==> src/rtl/core/nlc_pkg.sv <==
// ----------------------------------------------------------------------------
// nlc_pkg
// Shared types, constants and the CORDIC angle table for the landmark search.
// ----------------------------------------------------------------------------
package nlc_pkg;
	localparam int TableEntries = 64;
	localparam int IdxW         = $clog2(TableEntries);
	localparam int CntW         = IdxW + 1;
	localparam int CordicSteps  = 16;
	localparam int StepW        = $clog2(CordicSteps + 1);
	localparam int ZW           = 26;
	localparam int VW           = 36;
	localparam int D2W          = 35;

	localparam logic [1:0] FUNC_WRITE  = 2'd0;
	localparam logic [1:0] FUNC_LOOKUP = 2'd1;
	localparam logic [1:0] FUNC_CONE   = 2'd2;
	localparam logic [1:0] FUNC_SPARE  = 2'd3;

	localparam logic CFG_ENTRY_COUNT = 1'b0;
	localparam logic CFG_HALF_ANGLE  = 1'b1;

	localparam logic signed [ZW-1:0] HalfTurnFine = 26'sd11796480;
	localparam logic [15:0] HalfAngleReset = 16'd5867;

	typedef enum logic [2:0] {
		ST_IDLE, ST_READ, ST_EVAL, ST_CORDIC, ST_CMP, ST_DONE
	} state_t;

	typedef struct packed {
		logic signed [15:0] id;
		logic signed [15:0] x;
		logic signed [15:0] y;
	} entry_t;

	typedef struct packed {
		logic        start;
		logic signed [16:0] dx;
		logic signed [16:0] dy;
	} cordic_req_t;

	typedef struct packed {
		logic        done;
		logic signed [17:0] bearing;
	} cordic_rsp_t;

	function automatic logic signed [ZW-1:0] atan_fine(input logic [4:0] i);
		case (i)
			5'd0:  atan_fine = 26'sd2949120;
			5'd1:  atan_fine = 26'sd1740967;
			5'd2:  atan_fine = 26'sd919879;
			5'd3:  atan_fine = 26'sd466945;
			5'd4:  atan_fine = 26'sd234379;
			5'd5:  atan_fine = 26'sd117304;
			5'd6:  atan_fine = 26'sd58666;
			5'd7:  atan_fine = 26'sd29335;
			5'd8:  atan_fine = 26'sd14668;
			5'd9:  atan_fine = 26'sd7334;
			5'd10: atan_fine = 26'sd3667;
			5'd11: atan_fine = 26'sd1833;
			5'd12: atan_fine = 26'sd917;
			5'd13: atan_fine = 26'sd458;
			5'd14: atan_fine = 26'sd229;
			5'd15: atan_fine = 26'sd115;
			5'd16: atan_fine = 26'sd57;
			5'd17: atan_fine = 26'sd29;
			5'd18: atan_fine = 26'sd14;
			5'd19: atan_fine = 26'sd7;
			5'd20: atan_fine = 26'sd4;
			5'd21: atan_fine = 26'sd2;
			5'd22: atan_fine = 26'sd1;
			default: atan_fine = 26'sd0;
		endcase
	endfunction
endpackage

==> src/rtl/core/nlc_cordic.sv <==
// ----------------------------------------------------------------------------
// nlc_cordic
// Iterative vectoring CORDIC, one step per cycle, bearing in 1/256 degree.
// ----------------------------------------------------------------------------
module nlc_cordic
	import nlc_pkg::*;
(
	input  logic        clk,
	input  logic        arst_n,
	input  cordic_req_t req,
	output cordic_rsp_t rsp
);
	logic signed [VW-1:0] x_q, y_q;
	logic signed [ZW-1:0] z_q, base_q;
	logic [StepW-1:0]     step_q;
	logic                 busy_q, zero_q, done_q;
	logic signed [VW-1:0] xs, ys;
	logic signed [ZW+1:0] sum;

	assign xs  = x_q >>> step_q;
	assign ys  = y_q >>> step_q;
	assign sum = ZW'(base_q) + ZW'(z_q) + (ZW+2)'(128);

	always_ff @(posedge clk or negedge arst_n) begin
		if (!arst_n) begin
			busy_q <= 1'b0;
			done_q <= 1'b0;
			step_q <= '0;
		end else begin
			done_q <= 1'b0;
			if (req.start) begin
				busy_q <= 1'b1;
				step_q <= '0;
			end else if (busy_q) begin
				if (step_q == StepW'(CordicSteps - 1)) begin
					busy_q <= 1'b0;
					done_q <= 1'b1;
				end
				step_q <= step_q + 1'b1;
			end
		end
	end

	always_ff @(posedge clk) begin
		if (req.start) begin
			zero_q <= (req.dx == 0) && (req.dy == 0);
			z_q    <= '0;
			if (req.dx < 0) begin
				base_q <= (req.dy >= 0) ? HalfTurnFine : -HalfTurnFine;
				x_q    <= VW'(-$signed({req.dx[16], req.dx})) <<< 16;
				y_q    <= VW'(-$signed({req.dy[16], req.dy})) <<< 16;
			end else begin
				base_q <= '0;
				x_q    <= VW'(req.dx) <<< 16;
				y_q    <= VW'(req.dy) <<< 16;
			end
		end else if (busy_q) begin
			if (y_q >= 0) begin
				x_q <= x_q + ys;
				y_q <= y_q - xs;
				z_q <= z_q + atan_fine(5'(step_q));
			end else begin
				x_q <= x_q - ys;
				y_q <= y_q + xs;
				z_q <= z_q - atan_fine(5'(step_q));
			end
		end
	end

	assign rsp.done    = done_q;
	assign rsp.bearing = zero_q ? '0 : 18'(sum >>> 8);
endmodule

==> config.mk <==
export PLATFORM = sky130hd
export DESIGN_NAME = nlc_cordic
export DESIGN_NICKNAME = d
export VERILOG_FILES = /design/src/rtl/core/nlc_pkg.sv /design/src/rtl/core/nlc_cordic.sv
export SDC_FILE = /design/constraint.sdc
export NUM_CORES = 1
export LEC_CHECK = 0
export BUFFER_PORTS_ARGS = -buffer_cell sky130_fd_sc_hd__buf_4
export CORE_ASPECT_RATIO = 0.9
export CORE_MARGIN = 2
export CORE_UTILIZATION = 58
export CTS_CLUSTER_SIZE = 12
export DETAILED_ROUTE_END_ITERATION = 6
export GPL_TIMING_DRIVEN = 0
export PLACE_DENSITY = 0.79
export SETUP_SLACK_MARGIN = 0.2
export SLEW_MARGIN = 0
export SYNTH_ARGS = -nofsm -noshare
export SYNTH_HDL_FRONTEND = slang
export SYNTH_SLANG_ARGS = --single-unit
==> constraint.sdc <==
create_clock -name clk -period 9.4 [get_ports clk]
set_input_delay 0.94 -clock clk [delete_from_list [all_inputs] [get_ports clk]]
set_output_delay 0.94 -clock clk [all_outputs]
set_load 0.01 [all_outputs]
-- Word level (Yosys, flattened, before mapping)
Memories as Yosys holds them, arrays and structs flattened.
Index checks and enable logic that the tools add are counted.
W data, S select, Z words.
- memories kept: 2
- bits of input ports: 37
- output and inout port bits: 19
- ROM bits: 1408
- word-level logic and storage cells: 56
- bits in registers: 132
- memories (name ; depth ; bits a word ; rd ports ; clocked after memory_dff ; wr ports ; line ; RTL):
    (no name shown) ; 32 ; 22 ; 1 ; 0 ; 0 ; nlc_pkg.sv:48 ; case (i)
    (no name shown) ; 32 ; 22 ; 1 ; 0 ; 0 ; nlc_pkg.sv:48 ;
- shift operators: 2
- equal/unequal tests: 1
- reductions and logical operators: 4
- multiplexer cells: 25
- $lt $le $gt $ge: 3
- $add $sub $neg: 11
- operators with widths (cell ; count):
    $mux W36 ; 8
    $mux W26 ; 8
    $add A36 B36 Y36 ; 2
    $sshr A36 B5 Y36 ; 2
    $sub A36 B36 Y36 ; 2
    $logic_not A32 Y1 ; 2
    $add A26 B26 Y26 ; 2
    $neg A17 Y20 ; 2
    $ge A36 B1 Y1 const B ; 1
    $add A26 B9 Y26 const B ; 1
    $sub A26 B26 Y26 ; 1
    $mux W18 ; 1
    $ge A17 B1 Y1 const B ; 1
    $lt A17 B1 Y1 const B ; 1
    $mux W5 ; 2
    $mux W1 ; 6
    $add A5 B1 Y5 const B ; 1
    $eq A5 B4 Y1 const B ; 1
    $reduce_bool A2 Y1 ; 1
    $logic_and A1 B1 Y1 ; 1

-- Depth between registers and ports, before layout
- depth in word-level cells: 6
- gate-level depth with buffers: 29
- depth with buffers taken out: 21

-- Worst setup path before layout
Ideal clock, no wire load.
- path type: register to register
- from: register step_q[1]
- to: register x_q[34] (data pin)
- clock period less this slack: 6.882 ns
- stages on the path, launching flop included: 27
- setup time: 0.260 ns
- arrival: 6.622 ns
- setup slack: 2.518 ns
- data required time: 9.140 ns
- path buffers: 6
- cells stage by stage: dfrtp_1 buf_2 clkinv_1 buf_1 buf_2 buf_2 buf_1 mux2i_1 o32ai_1 nor4_1 ha_1 o2111ai_1 or4_1 or4_1 buf_2 or2_4 o41ai_2 mux2_1 ha_1 o21ai_0 a21boi_0 nand3_1 a31oi_1 o31ai_1 o21ai_0 a31oi_1 mux2_2
- cells in the longest elaborated chain, start to end: 5
- elaborated cells on any way between the ends: 6
- RTL lines (item ; line ; RTL):
    from (decl) ; nlc_cordic.sv:15 ; logic [StepW-1:0] step_q;
    from (signal assigned) ; nlc_cordic.sv:39 ; step_q <= step_q + 1'b1;
    $sshr A36 B5 Y36 (*) ; nlc_cordic.sv:21 ; assign ys = y_q >>> step_q;
    $sub A36 B36 Y36 / $add A36 B36 Y36 (equally long branches) ; nlc_cordic.sv:63, nlc_cordic.sv:59 ;
    $mux W36 (*) ; nlc_cordic.sv:58 ; if (y_q >= 0) begin
    $mux W36 (*) ; nlc_cordic.sv:57 ; end else if (busy_q) begin
    $mux W36 (*) ; nlc_cordic.sv:45 ; if (req.start) begin
    to (signal assigned) ; nlc_cordic.sv:50 ; x_q <= VW'(-$signed({req.dx[16], req.dx})) <<< 16;
    to (signal assigned) ; nlc_cordic.sv:59 ; x_q <= x_q + ys;
    to (signal assigned) ; nlc_cordic.sv:63 ; x_q <= x_q - ys;
    to (decl) ; nlc_cordic.sv:13 ; logic signed [VW-1:0] x_q, y_q;
Every way passes the cells marked *; elsewhere a longest branch is shown, timed or not. The select of a mux whose other input is x is not followed.
A chain may end at the register's enable or synchronous reset.

-- Final worst setup path
- from: register step_q[0]
- to: register x_q[34] (data pin)
The elaborated chain is that of the path after synthesis.

==> metrics.yaml <==
outcome:
  status: "complete, but fails checks"
  violations: "DRC, slew limit"
sta:
  slew_headroom: -0.001958
  finClkSkew_ps: 25.02
  finalMaxSlewViolations: 4
  fmax_ghz: 0.1086
  holdWs_ps: 317.7
  fin_crit_sh: 0.9793
  report.final.hold_viol_count: 0
  rsz0062_at_grt: "true"
  tns_ps: 0
  setup_violations: 0
  worst_pin_slew_ps: 1503
  layout_min_cycle_time_ps: 9205
drt:
  totalWireLength_um: 88220
  wl_per_cell_um: 32.68
  num_vias: 20610
  route.detailed.drc: 25
  ant_nets: 0
  drt_pass1_iterations: 7
  drt_iter0_drc: 3509
  vias_per_cell: 7.637
cts:
  h-tree-depth: 3
  cts_tree: "built"
  cts_made_buffers: 9
  cts_hold_buf: 0
  postCtsSetupRepairBufs: 0
  ctsRootBufferMaster: "clkbuf_16"
  clk_latency_ps: 420
  cts.path.max_buffers: 2
  cts.sink_count: 109
  clk_pin_slew_ps: 100
logic_synthesis:
  synthArstFlopShare: 0.06422
  synth_top_area_cell: "edfxtp_1"
  syn_nets: 2377
  synth_cell_types: 92
  netlist_instances: 2218
  synth_top_area_frac: 0.1245
  synth_seq_cells: 109
  synthTopCellsByArea: "edfxtp_1, mux4_2, ha_1"
  synth_edf_count: 76
  synth_area_per_cell_um2: 8.264
  ys_dominant_reg_cell: "edfxtp_1"
  yosysSeqAreaShare: 0.1625
  synth_warnings: 0
  syn_area_um2: 18330
finish:
  antenna_cells: 0
  final_cell_mix: "nor2_1, nand2_1, o21ai_0"
  ff_latch_area_um2: 2978
  nFillCells: 2667
  final_layout_size_suffix_gt1_frac: 0.1328
  stdcell_count: 2699
  area_delta_synth_final_pct: 7.181
  fin_util: 0.6340
  multi_input_area_um2: 14540
  final_area_um2: 19650
  nets: 2444
  final_common_cell: "nor2_1"
power:
  power.leakage_nw: 7.912
  ir_worst_vdd_mv: 0.3505
  p_per_area_nw_per_um2: 482.3
worst_setup_path:
  worstPathRequired_ps: 9560
  slowest_stage: "nor4_4"
  crit_fanout: 10
  cp-start-kind: "flip-flop"
  cp-end-kind: "flip-flop"
  cpPeakStageDelay_ps: 650
  r2r_cells: 26
  cp.arrival_ps: 9370
  path_class: "flip-flop to flip-flop"
floorplan:
  initial_utilization: 0.5915
  dieArea_um2: 33040
  coreArea_um2: 30990
  dieWidth_um: 191.4
  die_y_um: 172.6
  row_count: 61
  pin_count: 56
global_routing:
  grt_overflow: 0
  antenna_found_initial: 5
  grt_pass1_wl_um: 126900
  grt_pass1_vias: 19580
  grt_max_degree: 48
  grt_use_total: 0.5235
placed_design:
  placed_area_um2: 19300
  hpwlAfterDp_um: 67800
  place_congestion: 1.197
  placed_cells: 2684
  portBuffers: 55
worst_hold_path:
  hp-class: "input port to async pin"
run:
  maxCapViolations: 0
==> routing by layer <==
layer / wire length [um] / up-vias / track usage
met5: 13 / - / 0
met4: 7110 / 2 / 0.3337
met3: 14920 / 446 / 0.2525
met2: 34500 / 1888 / 0.7154
met1: 31680 / 9728 / 0.6526
li1: - / 8548 / -
==> final timing paths <==
check	startpoint	to	slack [ps]
max	step_q[0]	x_q[34]	190
min	arst_n	done_q	320
max reg2reg	step_q[0]	x_q[34]	190
min reg2reg	z_q[22]	z_q[22]	510
max in group asynchronous	arst_n	step_q[4]	8960
min in group clk	z_q[22]	z_q[22]	510
==> synth_stat cells (20+ instances only) <==
library cell	number
o21ai_0	147
mux2i_1	104
nand2_1	199
o21a_1	20
o31ai_1	35
inv_1	58
a21o_1	41
nor3b_1	21
clkbuf_1	74
edfxtp_1	76
dfxtp_1	26
nor3_1	30
ha_1	119
nor2b_1	33
nor2_1	210
buf_2	37
mux4_2	70
mux2_2	63
a211oi_1	25
xor2_1	78
nand3_1	58
a21oi_1	127
xnor2_1	108
o22ai_1	29
nand2b_1	36
==> cell type report <==
class                      instances  share of cell area
inverter                          61             0.01197
multi-input combinational       1909              0.7403
tap                              409             0.02605
clock inverter                     7            0.003821
clock buffer                       9             0.01146
sequential                       109              0.1516
timing repair buffer              57             0.02299
buffer                           138             0.03178
==> worst max-delay path, delay by kind of cell (launching register included) <==
family                   cells  cell delay, ps
multiplexers                 3             980
XOR/XNOR                     1             310
AO/OA/AOI/OAI               10            2900
flip-flops                   1             430
buffers and inverters        7            2240
adder cells (fa/ha/maj)      1             390
AND/OR/NAND/NOR              4            1640
==> cell families (layout without fill, tap and decap cells) <==
kind of cell | Yosys count | after routing | synth area share
simple gates | 715 | 715 | 0.1895
fa+ha+maj | 122 | 122 | 0.08451
compound gates | 642 | 642 | 0.2377
xor+xnor | 187 | 187 | 0.09018
mux | 243 | 243 | 0.1893
flops | 109 | 109 | 0.1625
buf+inv | 200 | 272 | 0.04635
==> state kept, by name, indices dropped and copies added (netlist names) <==
name and cells:
x_q 36, y_q 36, z_q 26, step_q 5, base_q 3, busy_q 1, done_q 1, zero_q 1
==> where the power goes <==
part           internal, W  total, W  switching, W  leakage [nW]
sequential        0.000846   0.00131      0.000461          1.15
combinational      0.00304   0.00773       0.00469          6.61
clock             0.000191  0.000440      0.000249         0.149
total              0.00408   0.00948       0.00540          7.91
==> what timing repair did <==
item	4_1_cts	5_1_grt
setup endpoints to repair	20	9
resized for setup	4	5
pin swaps	0	0
==> stage by stage <==
stage                     total power [W]  setup slack, ps
final                            0.009475            194.7
after global routing             0.009927            110.7
after CTS                        0.008975            433.2
after detailed placement         0.008489           -962.9
after global placement           0.008217           -793.5
after floorplan                  0.006455             2518
No activity file was read; power rests on OpenSTA's default activity.
